===== config.mk =====
export PLATFORM = sky130hd
export DESIGN_NAME = hid_keyboard_report_translator
export DESIGN_NICKNAME = d
export VERILOG_FILES = /design/src/hdl/hkt_pkg.sv /design/src/hdl/hkt_lane.sv /design/src/hdl/hkt_outbuf.sv /design/src/hdl/hid_keyboard_report_translator.sv
export SDC_FILE = /design/constraint.sdc
export NUM_CORES = 2
export LEC_CHECK = 0
export ABC_AREA = 0
export BUFFER_PORTS_ARGS = -buffer_cell sky130_fd_sc_hd__buf_4
export CAP_MARGIN = 0
export CELL_PAD_IN_SITES_DETAIL_PLACEMENT = 0
export CELL_PAD_IN_SITES_GLOBAL_PLACEMENT = 1
export CORE_MARGIN = 2
export CORE_UTILIZATION = 44
export CTS_CLUSTER_DIAMETER = 200
export DETAILED_ROUTE_END_ITERATION = 16
export PLACE_DENSITY_LB_ADDON = 0.1
export SLEW_MARGIN = 5
export SYNTH_ARGS = -nofsm -noshare
export SYNTH_HDL_FRONTEND = slang
export SYNTH_SLANG_ARGS = --single-unit

===== constraint.sdc =====
create_clock -name clk -period 15 [get_ports clk]
set_input_delay 1.5 -clock clk [delete_from_list [all_inputs] [get_ports clk]]
set_output_delay 1.5 -clock clk [all_outputs]
set_load 0.02 [all_outputs]

===== src/hdl/hkt_pkg.sv =====
// ----------------------------------------------------------------------------
// hkt_pkg
// shared types, constants and a digit lookup function for the keyboard translator
// ----------------------------------------------------------------------------
package hkt_pkg;

  localparam int KEY_SLOTS    = 6;
  localparam int CNT_W        = 3;
  localparam int REPORT_BYTES = 8;

  localparam logic [7:0] CAPS_CODE  = 8'h39;
  localparam logic [7:0] SHIFT_MASK = 8'h22;
  localparam logic [7:0] UNSUP_MASK = 8'hDD;

  localparam logic [1:0] ST_OK       = 2'd0;
  localparam logic [1:0] ST_BAD_LEN  = 2'd1;
  localparam logic [1:0] ST_ROLLOVER = 2'd2;

  localparam logic KIND_KEY  = 1'b0;
  localparam logic KIND_TEXT = 1'b1;

  typedef struct packed {
    logic       kind;
    logic [7:0] val;
    logic       sh;
    logic       rep;
  } item_t;

  typedef struct packed {
    logic       is_new;
    logic       is_caps;
    logic       ok;
    logic       kind;
    logic [7:0] val;
    logic       sh;
  } lane_res_t;

  typedef struct packed {
    logic [1:0]       status;
    logic [CNT_W-1:0] emitted;
    logic [CNT_W-1:0] dropped;
    logic [31:0]      total;
  } summ_t;

  function automatic logic [7:0] digit_char(input logic [3:0] idx, input logic shift);
    logic [7:0] c;
    c = 8'h30;
    if (!shift) begin
      unique case (idx)
        4'd0: c = "1";
        4'd1: c = "2";
        4'd2: c = "3";
        4'd3: c = "4";
        4'd4: c = "5";
        4'd5: c = "6";
        4'd6: c = "7";
        4'd7: c = "8";
        4'd8: c = "9";
        default: c = "0";
      endcase
    end else begin
      unique case (idx)
        4'd0: c = "!";
        4'd1: c = "@";
        4'd2: c = "#";
        4'd3: c = "$";
        4'd4: c = "%";
        4'd5: c = "^";
        4'd6: c = "&";
        4'd7: c = "*";
        4'd8: c = "(";
        default: c = ")";
      endcase
    end
    return c;
  endfunction

endpackage


===== src/hdl/hkt_lane.sv =====
// ----------------------------------------------------------------------------
// hkt_lane
// one key slot: new-key detection and usage code translation
// ----------------------------------------------------------------------------
module hkt_lane (
  input  logic [7:0]                           code,
  input  logic [7:0]                           mods,
  input  logic                                 caps_in,
  input  logic [hkt_pkg::KEY_SLOTS-1:0][7:0]   prev_keys,
  output hkt_pkg::lane_res_t                   res
);
  import hkt_pkg::*;

  logic       shift, unsup, upper, seen, key_v, txt_v, tsh;
  logic [7:0] key, txt, off;
  logic [7:0] dig;

  always_comb begin
    shift = |(mods & SHIFT_MASK);
    unsup = |(mods & UNSUP_MASK);
    upper = shift ^ caps_in;
    seen  = 1'b0;
    for (int i = 0; i < KEY_SLOTS; i++) begin
      if (prev_keys[i] == code) seen = 1'b1;
    end
    key_v = 1'b0;
    txt_v = 1'b0;
    key   = 8'd0;
    txt   = 8'd0;
    tsh   = 1'b0;
    off   = code - 8'h04;
    dig   = code - 8'h1E;
    if (code >= 8'h04 && code <= 8'h1D) begin
      txt_v = 1'b1;
      txt   = (upper ? 8'h41 : 8'h61) + off;
      tsh   = shift;
    end else if (code >= 8'h1E && code <= 8'h27) begin
      txt   = digit_char(dig[3:0], shift);
      txt_v = !(shift && (dig[3:0] <= 4'd4 || dig[3:0] == 4'd6));
      tsh   = shift;
    end else begin
      unique case (code)
        8'h28, 8'h58: begin key_v = 1'b1; key = 8'd0; end
        8'h29:        begin key_v = 1'b1; key = 8'd1; end
        8'h2A, 8'h4C: begin key_v = 1'b1; key = 8'd2; end
        8'h2B, 8'h4B: begin key_v = 1'b1; key = 8'd3; end
        8'h49:        begin key_v = 1'b1; key = 8'd4; end
        8'h4A:        begin key_v = 1'b1; key = 8'd5; end
        8'h4D:        begin key_v = 1'b1; key = 8'd6; end
        8'h3A:        begin key_v = 1'b1; key = 8'd7; end
        8'h3B:        begin key_v = 1'b1; key = 8'd8; end
        8'h3C:        begin key_v = 1'b1; key = 8'd9; end
        8'h3D:        begin key_v = 1'b1; key = 8'd10; end
        8'h3E:        begin key_v = 1'b1; key = 8'd11; end
        8'h4F:        begin key_v = 1'b1; key = 8'd12; end
        8'h50:        begin key_v = 1'b1; key = 8'd13; end
        8'h51:        begin key_v = 1'b1; key = 8'd14; end
        8'h52:        begin key_v = 1'b1; key = 8'd15; end
        8'h2C:        begin txt_v = 1'b1; txt = " "; tsh = shift; end
        8'h2E:        begin txt_v = 1'b1; txt = shift ? "+" : "="; tsh = shift; end
        8'h2D:        begin txt_v = !shift; txt = "-"; end
        8'h2F:        begin txt_v = !shift; txt = "["; end
        8'h30:        begin txt_v = !shift; txt = "]"; end
        8'h33:        begin txt_v = shift; txt = ":"; tsh = 1'b1; end
        8'h36:        begin txt_v = !shift; txt = ","; end
        8'h37:        begin txt_v = !shift; txt = "."; end
        8'h38:        begin txt_v = !shift; txt = "/"; end
        8'h54:        begin txt_v = 1'b1; txt = "/"; end
        8'h55:        begin txt_v = 1'b1; txt = "*"; end
        8'h56:        begin txt_v = 1'b1; txt = "-"; end
        8'h57:        begin txt_v = 1'b1; txt = "+"; end
        8'h59:        begin txt_v = 1'b1; txt = "1"; end
        8'h5A:        begin txt_v = 1'b1; txt = "2"; end
        8'h5B:        begin txt_v = 1'b1; txt = "3"; end
        8'h5C:        begin txt_v = 1'b1; txt = "4"; end
        8'h5D:        begin txt_v = 1'b1; txt = "5"; end
        8'h5E:        begin txt_v = 1'b1; txt = "6"; end
        8'h5F:        begin txt_v = 1'b1; txt = "7"; end
        8'h60:        begin txt_v = 1'b1; txt = "8"; end
        8'h61:        begin txt_v = 1'b1; txt = "9"; end
        8'h62:        begin txt_v = 1'b1; txt = "0"; end
        8'h63:        begin txt_v = 1'b1; txt = "."; end
        8'h67:        begin txt_v = 1'b1; txt = "="; end
        default:      begin key_v = 1'b0; end
      endcase
    end
    res.is_new  = (code != 8'd0) && !seen;
    res.is_caps = res.is_new && (code == CAPS_CODE);
    res.ok      = res.is_new && !res.is_caps && !unsup && (key_v || txt_v);
    res.kind    = key_v ? KIND_KEY : KIND_TEXT;
    res.val     = key_v ? key : txt;
    res.sh      = key_v ? 1'b0 : tsh;
  end

endmodule


===== src/hdl/hkt_outbuf.sv =====
// ----------------------------------------------------------------------------
// hkt_outbuf
// result buffer: drains translated transactions then the summary
// ----------------------------------------------------------------------------
module hkt_outbuf (
  input  logic                                    clk,
  input  logic                                    rst_n,
  input  logic                                    load,
  input  hkt_pkg::item_t [hkt_pkg::KEY_SLOTS-1:0] items,
  input  logic [hkt_pkg::CNT_W-1:0]               cnt,
  input  hkt_pkg::summ_t                          summ,
  output logic                                    can_load,
  output logic                                    out_valid,
  input  logic                                    out_ready,
  output logic                                    out_is_summary,
  output logic                                    out_input_kind,
  output logic [7:0]                              out_code_value,
  output logic                                    out_shift_flag,
  output logic                                    out_repeat_flag,
  output logic [1:0]                              out_report_status,
  output logic [2:0]                              out_emitted_count,
  output logic [2:0]                              out_unsupported_in_item,
  output logic [31:0]                             out_unsupported_total,
  output logic                                    out_last
);
  import hkt_pkg::*;

  item_t [KEY_SLOTS-1:0] items_r;
  summ_t                 summ_r;
  logic [CNT_W-1:0]      cnt_r, idx_r, idx_nxt;
  logic                  busy_r, busy_nxt;
  logic                  at_sum;
  item_t                 cur;

  assign at_sum    = (idx_r == cnt_r);
  assign out_valid = busy_r;
  assign can_load  = !busy_r || (out_ready && at_sum);

  always_comb begin
    busy_nxt = busy_r;
    idx_nxt  = idx_r;
    if (busy_r && out_ready) begin
      if (at_sum) busy_nxt = 1'b0;
      else idx_nxt = idx_r + 1'b1;
    end
    if (load) begin
      busy_nxt = 1'b1;
      idx_nxt  = '0;
    end
  end

  always_ff @(posedge clk) begin
    if (!rst_n) begin
      busy_r <= 1'b0;
      idx_r  <= '0;
      cnt_r  <= '0;
    end else begin
      busy_r <= busy_nxt;
      idx_r  <= idx_nxt;
      if (load) cnt_r <= cnt;
    end
  end

  always_ff @(posedge clk) begin
    if (load) begin
      items_r <= items;
      summ_r  <= summ;
    end
  end

  always_comb begin
    cur = '0;
    for (int k = 0; k < KEY_SLOTS; k++) begin
      if (idx_r == CNT_W'(k)) cur = items_r[k];
    end
    if (at_sum) cur = '0;
  end

  assign out_is_summary          = at_sum;
  assign out_input_kind          = cur.kind;
  assign out_code_value          = cur.val;
  assign out_shift_flag          = cur.sh;
  assign out_repeat_flag         = cur.rep;
  assign out_report_status       = at_sum ? summ_r.status : 2'd0;
  assign out_emitted_count       = at_sum ? summ_r.emitted : 3'd0;
  assign out_unsupported_in_item = at_sum ? summ_r.dropped : 3'd0;
  assign out_unsupported_total   = at_sum ? summ_r.total : 32'd0;
  assign out_last                = at_sum;

`ifndef SYNTHESIS
  a_idx_bound: assert property (@(posedge clk) disable iff (!rst_n)
    busy_r |-> idx_r <= cnt_r) else $error("index past count");
  a_cnt_max: assert property (@(posedge clk) disable iff (!rst_n)
    cnt_r <= CNT_W'(KEY_SLOTS)) else $error("count too large");
  a_sum_count: assert property (@(posedge clk) disable iff (!rst_n)
    (busy_r && at_sum) |-> summ_r.emitted == cnt_r) else $error("summary count mismatch");
  a_load_free: assert property (@(posedge clk) disable iff (!rst_n)
    load |-> can_load) else $error("load while busy");
`endif

endmodule


===== src/hdl/hid_keyboard_report_translator.sv =====
// ----------------------------------------------------------------------------
// hid_keyboard_report_translator
// boot keyboard report to text/key translation with typematic repeat
// ----------------------------------------------------------------------------
// the first result is presented in the cycle after the input transaction is accepted
// throughput: an item gives emitted+1 results, one per cycle while out_ready is high; the next input
//   is taken in the cycle its predecessor's summary leaves the output buffer
// six translation lanes and the merge run in the accept cycle
// reset (synchronous, rst_n low): all key state cleared, delay 500, interval 100
module hid_keyboard_report_translator (
  input  logic        clk,
  input  logic        rst_n,
  input  logic        cfg_we,
  input  logic        cfg_index,
  input  logic [15:0] cfg_data,
  input  logic        in_valid,
  output logic        in_ready,
  input  logic        in_func,
  input  logic [7:0]  in_report_length,
  input  logic [7:0]  in_modifiers,
  input  logic [7:0]  in_key_code_0,
  input  logic [7:0]  in_key_code_1,
  input  logic [7:0]  in_key_code_2,
  input  logic [7:0]  in_key_code_3,
  input  logic [7:0]  in_key_code_4,
  input  logic [7:0]  in_key_code_5,
  input  logic [31:0] in_now_ms,
  input  logic [2:0]  in_out_space,
  output logic        out_valid,
  input  logic        out_ready,
  output logic        out_is_summary,
  output logic        out_input_kind,
  output logic [7:0]  out_code_value,
  output logic        out_shift_flag,
  output logic        out_repeat_flag,
  output logic [1:0]  out_report_status,
  output logic [2:0]  out_emitted_count,
  output logic [2:0]  out_unsupported_in_item,
  output logic [31:0] out_unsupported_total,
  output logic        out_last
);
  import hkt_pkg::*;

  logic [15:0]                 repeat_delay_ms_r, repeat_interval_ms_r;
  logic [KEY_SLOTS-1:0][7:0]   prev_keys_r, codes;
  logic                        caps_r, caps_nxt;
  logic [7:0]                  rkey_r, rkey_nxt;
  logic                        rkind_r, rkind_nxt, rsh_r, rsh_nxt;
  logic [7:0]                  rcode_r, rcode_nxt;
  logic [31:0]                 nrt_r, nrt_nxt, total_r, total_nxt;
  logic [KEY_SLOTS:0]          caps_at;
  lane_res_t [KEY_SLOTS-1:0]   res;
  logic [KEY_SLOTS-1:0][CNT_W-1:0] pos;
  logic [KEY_SLOTS-1:0]        emit, drop;
  logic [CNT_W-1:0]            n_ok, n_emit, n_drop;
  item_t [KEY_SLOTS-1:0]       items;
  summ_t                       summ;
  logic                        can_load, accept, bad_len, roll, present, due, upd;
  logic [31:0]                 diff, arm_time;

  assign codes = {in_key_code_5, in_key_code_4, in_key_code_3,
                  in_key_code_2, in_key_code_1, in_key_code_0};

  always_ff @(posedge clk) begin
    if (!rst_n) begin
      repeat_delay_ms_r    <= 16'd500;
      repeat_interval_ms_r <= 16'd100;
    end else if (cfg_we) begin
      if (cfg_index == 1'b0) repeat_delay_ms_r <= cfg_data;
      else repeat_interval_ms_r <= cfg_data;
    end
  end

  always_comb begin
    caps_at[0] = caps_r;
    for (int i = 0; i < KEY_SLOTS; i++) caps_at[i+1] = caps_at[i] ^ res[i].is_caps;
  end

  for (genvar g = 0; g < KEY_SLOTS; g++) begin : g_lane
    hkt_lane u_lane (
      .code      (codes[g]),
      .mods      (in_modifiers),
      .caps_in   (caps_at[g]),
      .prev_keys (prev_keys_r),
      .res       (res[g])
    );
  end

  assign accept   = in_valid && in_ready;
  assign in_ready = can_load;
  assign diff     = in_now_ms - nrt_r;
  assign due      = !diff[31];
  assign arm_time = in_now_ms + {16'd0, repeat_delay_ms_r};

  always_comb begin
    bad_len = (in_report_length != 8'(REPORT_BYTES));
    roll    = 1'b0;
    for (int i = 0; i < KEY_SLOTS; i++) begin
      if (codes[i] >= 8'h01 && codes[i] <= 8'h03) roll = 1'b1;
    end
    n_ok   = '0;
    n_emit = '0;
    n_drop = '0;
    for (int i = 0; i < KEY_SLOTS; i++) begin
      pos[i]  = n_ok;
      emit[i] = res[i].ok && (n_ok < in_out_space);
      drop[i] = (res[i].is_new && !res[i].is_caps && !res[i].ok) ||
                (res[i].ok && !(n_ok < in_out_space));
      n_ok    = n_ok + CNT_W'(res[i].ok);
      n_emit  = n_emit + CNT_W'(emit[i]);
      n_drop  = n_drop + CNT_W'(drop[i]);
    end
    for (int k = 0; k < KEY_SLOTS; k++) begin
      items[k] = '0;
      for (int j = 0; j < KEY_SLOTS; j++) begin
        if (emit[j] && pos[j] == CNT_W'(k)) begin
          items[k].kind = res[j].kind;
          items[k].val  = res[j].val;
          items[k].sh   = res[j].sh;
        end
      end
    end

    caps_nxt  = caps_r;
    rkey_nxt  = rkey_r;
    rkind_nxt = rkind_r;
    rcode_nxt = rcode_r;
    rsh_nxt   = rsh_r;
    nrt_nxt   = nrt_r;
    total_nxt = total_r;
    summ      = '0;
    upd       = 1'b0;
    present   = 1'b0;

    if (in_func) begin
      if (rkey_r != 8'd0 && due && in_out_space != 3'd0) begin
        items[0]     = '{kind: rkind_r, val: rcode_r, sh: rsh_r, rep: 1'b1};
        nrt_nxt      = in_now_ms + {16'd0, repeat_interval_ms_r};
        summ.emitted = 3'd1;
        upd          = 1'b1;
      end
      summ.status = ST_OK;
    end else if (bad_len) begin
      summ.status = ST_BAD_LEN;
    end else if (roll) begin
      summ.status = ST_ROLLOVER;
    end else begin
      upd       = 1'b1;
      caps_nxt  = caps_at[KEY_SLOTS];
      total_nxt = total_r + {29'd0, n_drop};
      for (int i = 0; i < KEY_SLOTS; i++) begin
        if (res[i].is_caps) begin
          rkey_nxt = 8'd0;
        end else if (res[i].ok) begin
          rkey_nxt  = codes[i];
          rkind_nxt = res[i].kind;
          rcode_nxt = res[i].val;
          rsh_nxt   = res[i].sh;
          nrt_nxt   = arm_time;
        end
      end
      for (int i = 0; i < KEY_SLOTS; i++) begin
        if (codes[i] == rkey_nxt) present = 1'b1;
      end
      if (rkey_nxt != 8'd0 && !present) begin
        rkey_nxt = 8'd0;
        nrt_nxt  = 32'd0;
      end
      summ.status  = ST_OK;
      summ.emitted = n_emit;
      summ.dropped = n_drop;
    end
    summ.total = total_nxt;
  end

  always_ff @(posedge clk) begin
    if (!rst_n) begin
      prev_keys_r <= '0;
      caps_r      <= 1'b0;
      rkey_r      <= 8'd0;
      rkind_r     <= 1'b0;
      rcode_r     <= 8'd0;
      rsh_r       <= 1'b0;
      nrt_r       <= 32'd0;
      total_r     <= 32'd0;
    end else if (accept && upd) begin
      if (!in_func) prev_keys_r <= codes;
      caps_r  <= caps_nxt;
      rkey_r  <= rkey_nxt;
      rkind_r <= rkind_nxt;
      rcode_r <= rcode_nxt;
      rsh_r   <= rsh_nxt;
      nrt_r   <= nrt_nxt;
      total_r <= total_nxt;
    end
  end

  hkt_outbuf u_outbuf (
    .clk                     (clk),
    .rst_n                   (rst_n),
    .load                    (accept),
    .items                   (items),
    .cnt                     (summ.emitted),
    .summ                    (summ),
    .can_load                (can_load),
    .out_valid               (out_valid),
    .out_ready               (out_ready),
    .out_is_summary          (out_is_summary),
    .out_input_kind          (out_input_kind),
    .out_code_value          (out_code_value),
    .out_shift_flag          (out_shift_flag),
    .out_repeat_flag         (out_repeat_flag),
    .out_report_status       (out_report_status),
    .out_emitted_count       (out_emitted_count),
    .out_unsupported_in_item (out_unsupported_in_item),
    .out_unsupported_total   (out_unsupported_total),
    .out_last                (out_last)
  );

`ifndef SYNTHESIS
  a_emit_space: assert property (@(posedge clk) disable iff (!rst_n)
    accept |-> summ.emitted <= in_out_space) else $error("emitted beyond space");
  a_bad_len_hold: assert property (@(posedge clk) disable iff (!rst_n)
    (accept && !in_func && bad_len) |=> $stable(prev_keys_r) && $stable(total_r))
    else $error("state changed on bad length");
  a_total_step: assert property (@(posedge clk) disable iff (!rst_n)
    accept |=> total_r == $past(total_r) + {29'd0, $past(summ.dropped)})
    else $error("dropped total mismatch");
`endif

endmodule


Word level (Yosys, flattened, before mapping)
Memories as Yosys holds them, arrays and structs flattened.
Index checks and enable logic that the tools add are counted.
{"block": "classes", "add_sub_neg": 37, "n_mul": 0, "n_div": 0, "n_lt_le_gt_ge": 48, "eq_ne": 348, "shift": 0, "n_mux": 309, "n_bitwise": 18, "reduce_logical": 242}
{"op": "$eq A8 B7 Y1 const B", "n": 156}
{"op": "$eq A8 B6 Y1 const B", "n": 114}
{"op": "$mux W32", "n": 24}
{"op": "$pmux W7 S22", "n": 4}
{"op": "$mux W8", "n": 67}
{"op": "$pmux W4 S15", "n": 6}
{"op": "$pmux W8 S22", "n": 2}
{"op": "$eq A8 B8 Y1", "n": 42}
{"op": "$mux W10", "n": 27}
{"op": "$mux W1", "n": 144}
{"op": "$reduce_or A19 Y1", "n": 6}
{"op": "$reduce_or A18 Y1", "n": 6}
{"op": "$logic_and A1 B1 Y1", "n": 105}
{"op": "$mux W11", "n": 9}
{"op": "$reduce_or A2 Y1", "n": 39}
{"op": "$add A32 B16 Y32", "n": 2}
{"op": "$reduce_bool A8 Y1", "n": 8}
{"op": "$add A8 B8 Y8", "n": 6}
{"op": "$ge A8 B1 Y1 const B", "n": 6}
{"op": "$ge A8 B3 Y1 const B", "n": 6}
{"op": "$ge A8 B5 Y1 const B", "n": 6}
{"op": "$le A8 B2 Y1 const B", "n": 6}
{"op": "$le A8 B5 Y1 const B", "n": 6}
{"op": "$le A8 B6 Y1 const B", "n": 6}
{"op": "other kinds (41)", "n": 199}
{"block": "totals", "reg_bits": 271, "latchBits": 0, "mem_bits_rw": 0, "romBits": 1056, "input_bits": 122, "out_inout_bits": 55, "elab_cells": 1056, "mem_count": 12}
{"memory": "(name not given)", "depth": 16, "word_bits": 7, "read_ports": 1, "rd_clocked_by_memory_dff": 0, "write_ports": 0, "line_no": "hkt_pkg.sv:62", "source": "unique case (idx)"}
{"memory": "(name not given)", "depth": 16, "word_bits": 7, "read_ports": 1, "rd_clocked_by_memory_dff": 0, "write_ports": 0, "line_no": "hkt_pkg.sv:62"}
{"memory": "(name not given)", "depth": 16, "word_bits": 7, "read_ports": 1, "rd_clocked_by_memory_dff": 0, "write_ports": 0, "line_no": "hkt_pkg.sv:62"}
{"memory": "(name not given)", "depth": 16, "word_bits": 7, "read_ports": 1, "rd_clocked_by_memory_dff": 0, "write_ports": 0, "line_no": "hkt_pkg.sv:62"}
{"memory": "(name not given)", "depth": 16, "word_bits": 7, "read_ports": 1, "rd_clocked_by_memory_dff": 0, "write_ports": 0, "line_no": "hkt_pkg.sv:62"}
{"memory": "(name not given)", "depth": 16, "word_bits": 7, "read_ports": 1, "rd_clocked_by_memory_dff": 0, "write_ports": 0, "line_no": "hkt_pkg.sv:62"}
{"memory": "6 more memories"}

Logic depth before layout (Yosys ltp)
{"block": "logic_depth", "ltp_word": 45, "depth_mapped": 41, "mapped_depth_nobuf": 36}

Cells and area by module
Synthesis repeated with hierarchy kept, for this count alone.
{"block": "hier_totals", "hier_cells": 4496, "hier_area_um2": 33572.2}
{"mod": "hid_keyboard_report_translator", "n_inst": 1, "cells_per_inst": 2146, "area_each_um2": 15223.4}
{"mod": "hkt_lane (g_lane[3].u_lane ...)", "n_inst": 3, "cells_per_inst": 343, "area_each_um2": 2316.0}
{"mod": "hkt_lane (g_lane[0].u_lane ...)", "n_inst": 2, "cells_per_inst": 342, "area_each_um2": 2363.5}
{"mod": "hkt_outbuf", "n_inst": 1, "cells_per_inst": 318, "area_each_um2": 4516.8}
{"mod": "hkt_lane (g_lane[2].u_lane)", "n_inst": 1, "cells_per_inst": 319, "area_each_um2": 2157.1}

Worst setup path after synthesis
Ideal clock, no wire load.
{"block": "synth_timing", "path_kind": "input to register", "from": "in in_key_code_2[0]", "to": "reg total_r[31]", "setup_time_ns": 0.076, "arrival_ns": 10.796, "path_slack_ns": 4.128, "path_stages": 40, "n_path_buf": 7, "cell_sequence": "buf_2 clkbuf_1 inv_1 ha_1 buf_2 or3_1 nand3_2 nand3_1 o41ai_4 o211ai_4 nand3_4 clkbuf_1 clkbuf_1 fa_1 inv_1 ha_1 ha_1 ha_1 [4 not listed] and3b_1 fa_1 ha_1 fa_1 ha_1 a21o_1 a21oi_1 nor2b_1 and3_1 clkbuf_1 and4_1 and3_1 and3_1 clkbuf_1 nand3_1 or3_1 or3_1 a21boi_0"}
{"block": "synth_via", "elab_chain_len": 26, "elab_cells_between_ends": 125, "classes_between": "add/sub: 9; order compare: 10; eq/ne: 52; mux: 22; reduce/logical: 32"}
{"item": "start, declared", "line_no": "hid_keyboard_report_translator.sv:23", "source": "input logic [7:0] in_key_code_2,"}
{"item": "branches (longest 21 deep; another with $sub A4 B4 Y4)"}
{"item": "$add A3 B1 Y3 (*)", "line_no": "hid_keyboard_report_translator.sv:111", "source": "n_drop = n_drop + CNT_W'(drop[i]);"}
{"item": "via n_drop[1]", "line_no": "hid_keyboard_report_translator.sv:55", "source": "logic [CNT_W-1:0] n_ok, n_emit, n_drop;"}
{"item": "$add A32 B3 Y32 (*)", "line_no": "hid_keyboard_report_translator.sv:150", "source": "total_nxt = total_r + {29'd0, n_drop};"}
{"item": "$mux W32 (*)", "line_no": "hid_keyboard_report_translator.sv:145", "source": "end else if (roll) begin"}
{"item": "$mux W32 (*)", "line_no": "hid_keyboard_report_translator.sv:143", "source": "end else if (bad_len) begin"}
{"item": "$mux W32 (*)", "line_no": "hid_keyboard_report_translator.sv:135", "source": "if (in_func) begin"}
{"item": "end signal, assigned", "line_no": "hid_keyboard_report_translator.sv:194", "source": "total_r <= total_nxt;"}
{"item": "end, declared", "line_no": "hid_keyboard_report_translator.sv:50", "source": "logic [31:0] nrt_r, nrt_nxt, total_r, total_nxt;"}
Mark *: on every way through the listed nets, which the timed path passes.
A chain may end at the register's enable or synchronous reset.

Worst setup path in the final report
{"block": "layout_timing", "from": "in in_key_code_0[1]", "to": "reg total_r[25]"}
{"block": "layout_via", "elab_chain_len": 27, "elab_cells_between_ends": 137, "classes_between": "add/sub: 11; order compare: 12; eq/ne: 52; mux: 24; reduce/logical: 38"}
{"item": "start, declared", "line_no": "hid_keyboard_report_translator.sv:21", "source": "input logic [7:0] in_key_code_0,"}
{"item": "branches (longest 22 deep; another with $sub A4 B4 Y4)"}
{"item": "$add A3 B1 Y3 (*)", "line_no": "hid_keyboard_report_translator.sv:111"}
{"item": "via n_drop[1]", "line_no": "hid_keyboard_report_translator.sv:55"}
{"item": "$add A32 B3 Y32 (*)", "line_no": "hid_keyboard_report_translator.sv:150"}
{"item": "$mux W32 (*)", "line_no": "hid_keyboard_report_translator.sv:145"}
{"item": "$mux W32 (*)", "line_no": "hid_keyboard_report_translator.sv:143"}
{"item": "$mux W32 (*)", "line_no": "hid_keyboard_report_translator.sv:135"}
Marks and branches as above.

==> results.md <==
* Total track usage at 0.330
* Via count at between 30k and 40k
* Syn. warnings at 0
* DR DRC count at 0
* Fin cells at about 5.3k
* Largest family of logic cells by synthesized area: compound AO/OA/AOI/OAI gates
* CORE AREA at roughly 73000 µm²
* Setup violators final at 0
* Clk sinks at between 200 and 300
* CTS max path bufs at 3
* Multi-input gate area at 24000 µm²
* Worst setup SP type: input pin
* Crit path depth at 36
* Worst path required time at approximately 15 ns
* Crit Path Category: input pin to register
* Clock Tree Root: clkbuf_16
* Routed Antenna Nets at 0
* Final hold violations at 0
* Final hold slack at ~0.47 ns
* Critical path buffers and inverters at 4
* Antenna fix cells at 0
* IR drop worst, VDD at 0.0000824 V
* Number of global-route vias before repair at 31.2k
* Post-layout util at 0.480
* Synthesized Nets at 4739
* Setup TNS at 0 ns
* Fillers at 7423
* Cell area after synthesis at around 33000 µm²
* Design area at 35100 µm²
* Reg area at around 6400 µm²
* Total wire length at ~130000 µm
* CP most frequent cell: ha_1
* Hold-fix buffers, CTS at 0
* P&R area growth vs syn at 7.64%
* Crit. End Element: register
* Multiplexer area fraction after synthesis at 0.0185
* Adder-Cell Fraction of Synth Area at 0.0859
* Syn_area_per_cell at 7.42 µm²
* Crit path DAT at 12.22 ns
* Family with the most delay on the worst path: simple AND/OR/NAND/NOR gates
* Leakage at between 10 and 15 nW
* Height of the die at roughly 280 µm
* Routed len/inst at ~25 µm
* Dpl cells at around 5.2k
* Synth Area in Compound Gates at 0.274
* Clock Pin Slew Worst Setup and Hold Paths at approximately 0.060 ns
* First-pass GRT wire length at around 200000 µm
* Primary FF master, synth: dfxtp_1
* DRT Pass-1 Iters at 8
* Pwr/cell area at around 65 nW/µm²
* DP Worst Slack at 2.81 ns
* TritonCTS clock tree: built
* Post-synthesis register bit count at 271
* Total Power at approximately 2.3 mW
* Die area at approximately 76000 µm²
* CP peak stage delay at around 0.79 ns
* Min-delay worst type: register to register
* Most frequent cells in the layout: 547 x nand2_1, 301 x a21oi_1, 297 x nor2_1, 292 x o21ai_0, 230 x xnor2_1
* Fin crit share at 0.783
* Worst hold stages at 2
* Worst R2R Path Depth at 32
* Initial antenna violation count at 1
* Max-cap violations at 0
* Synth cell types at ~130
* Fmax at around 0.085 GHz
* Initial core utilization at 0.446
* Sequential fraction of the synthesis area at 0.197
* Drt first-iter violations at roughly 4.1k
* CP max FO at 20
* Most common cell after layout, fill and taps aside: nand2_1
* Synth Instances at around 4.4k
* Setup Skew at between 0.02 and 0.03 ns
* Total CTS buffers at 37
* Post-CTS sizing at 0
* Clock Latency Late Sink at ~0.60 ns
* EDFF count, synth at slightly above 100
* Placer Congestion at between 0.9 and 1
* Run status: complete, no violations
* Post-placement cell area at approximately 34000 µm²
* Gr ovfl total at 0
* XOR/XNOR Fraction of Synth Area at 0.119
* Die width at 276 µm
* Num rows at 99
* Post-CTS Setup Bufs at 0
* H-tree Lvls at 2
* Largest net degree at the start of global routing at 74
* Final Max Tran Viols at 0
* Post-Synth Simple-Gate Area at 0.234
* Final worst setup slack at about 3.3 ns
* Vias per cell at about 6.4
* Async set-or-reset flop fraction in the synthesized netlist at 0
* Slew headroom at 0.0905
* Fin nets at about 4.6k
* RSZ-0062 raised after global routing: false
* IO buf count at 176
* Post-DP HPWL at 94900 µm
* Slowest cell on the critical path: nor4_2
* Tightest Pin Transition at between 1 and 1.5 ns
* Fin crit period at 11.75 ns
* Layout cells sized above 1 at 0.0948
* Io pins at about 180
cell type report:
| cell class | instances | share of cell area |
|---|---|---|
| timing repair buffer | 229 | 0.0489 |
| clock inverter | 21 | 0.00648 |
| multi-input combinational | 3595 | 0.682 |
| clock buffer | 46 | 0.0276 |
| inverter | 161 | 0.0173 |
| sequential | 271 | 0.183 |
| tap | 959 | 0.0342 |
flip-flops by register name (all words and copies together), names as in the netlist, 3 cells and up:
| signal | flops |
|---|---|
| u_outbuf.items_r | 61 |
| prev_keys_r | 48 |
| u_outbuf.summ_r | 40 |
| nrt_r | 32 |
| total_r | 32 |
| repeat_delay_ms_r | 16 |
| repeat_interval_ms_r | 16 |
| rcode_r | 8 |
| rkey_r | 8 |
| u_outbuf.cnt_r | 3 |
| u_outbuf.idx_r | 3 |
synth_stat cells, types with 18 or more instances:
cell type	instances	area, µm²
inv_1	153	574
a21boi_0	104	781
mux2i_1	39	390
o22ai_1	73	457
a21o_1	28	210
nand4_1	65	407
edfxtp_1	101	3030
o31ai_1	20	150
buf_2	112	561
o21ai_1	18	90.1
xnor2_1	230	2010
nor2_1	298	1120
a221oi_1	22	193
and3_1	37	231
a21oi_1	301	1510
buf_1	22	82.6
clkbuf_1	200	751
o211ai_1	56	420
xor2_1	215	1880
nand2b_1	23	144
nor4_1	67	419
a22oi_1	48	360
mux2_2	19	214
nor3_1	70	350
dfxtp_1	170	3400
nor2b_1	33	206
a31oi_1	48	300
or3_1	39	244
ha_1	208	2600
and2_1	89	557
nand2_1	548	2060
nand3_1	127	636
a211oi_1	71	533
o21ai_0	295	1480
buf_4	33	248
routing by layer:
metal / routed length, µm / part of all wire / vias up / global-route usage
met5: 0 / 0 / - / 0
li1: - / - / 15700 / -
met3: 12000 / 0.091 / 281 / 0.0526
met2: 56800 / 0.43 / 1742 / 0.506
met4: 4350 / 0.033 / 0 / 0.101
met1: 58100 / 0.44 / 16100 / 0.471
kinds of logic (layout without fill, tap and decap cells):
| group | after synthesis | after routing |
|---|---|---|
| xor gates and xnor gates | 445 | 445 |
| buffers and inverters | 533 | 457 |
| DFF | 271 | 271 |
| adders and majority gates | 218 | 218 |
| AOI/OAI and AO/OA | 1345 | 1345 |
| muxes | 58 | 58 |
| and+or+nand+nor | 1529 | 1529 |
where the power goes:
part | internal, mW | switching, mW | total (mW)
Clock | 0.504 | 0.397 | 0.902
Combinational | 0.198 | 0.396 | 0.594
Sequential | 0.780 | 0.00653 | 0.787
path summary, 6_finish.rpt:
check / to / startpoint / slack [ns]
min: repeat_interval_ms_r[13] / repeat_interval_ms_r[13] / 0.47
max: total_r[25] / in_key_code_0[1] / 3.25
min reg2reg: repeat_interval_ms_r[13] / repeat_interval_ms_r[13] / 0.47
max reg2reg: total_r[25] / prev_keys_r[19] / 5.08
worst register-to-register path: cells and delay by family (launching register included):
kind / cells / cell delay (ns)
AND/OR/NAND/NOR: 15 / 4.30
adder cells (fa/ha/maj): 9 / 3.36
XOR/XNOR: 3 / 0.71
flip-flops: 1 / 0.70
AO/OA/AOI/OAI: 4 / 0.60
buffers and inverters: 1 / 0.13
No activity file was read; power rests on OpenSTA's default activity.
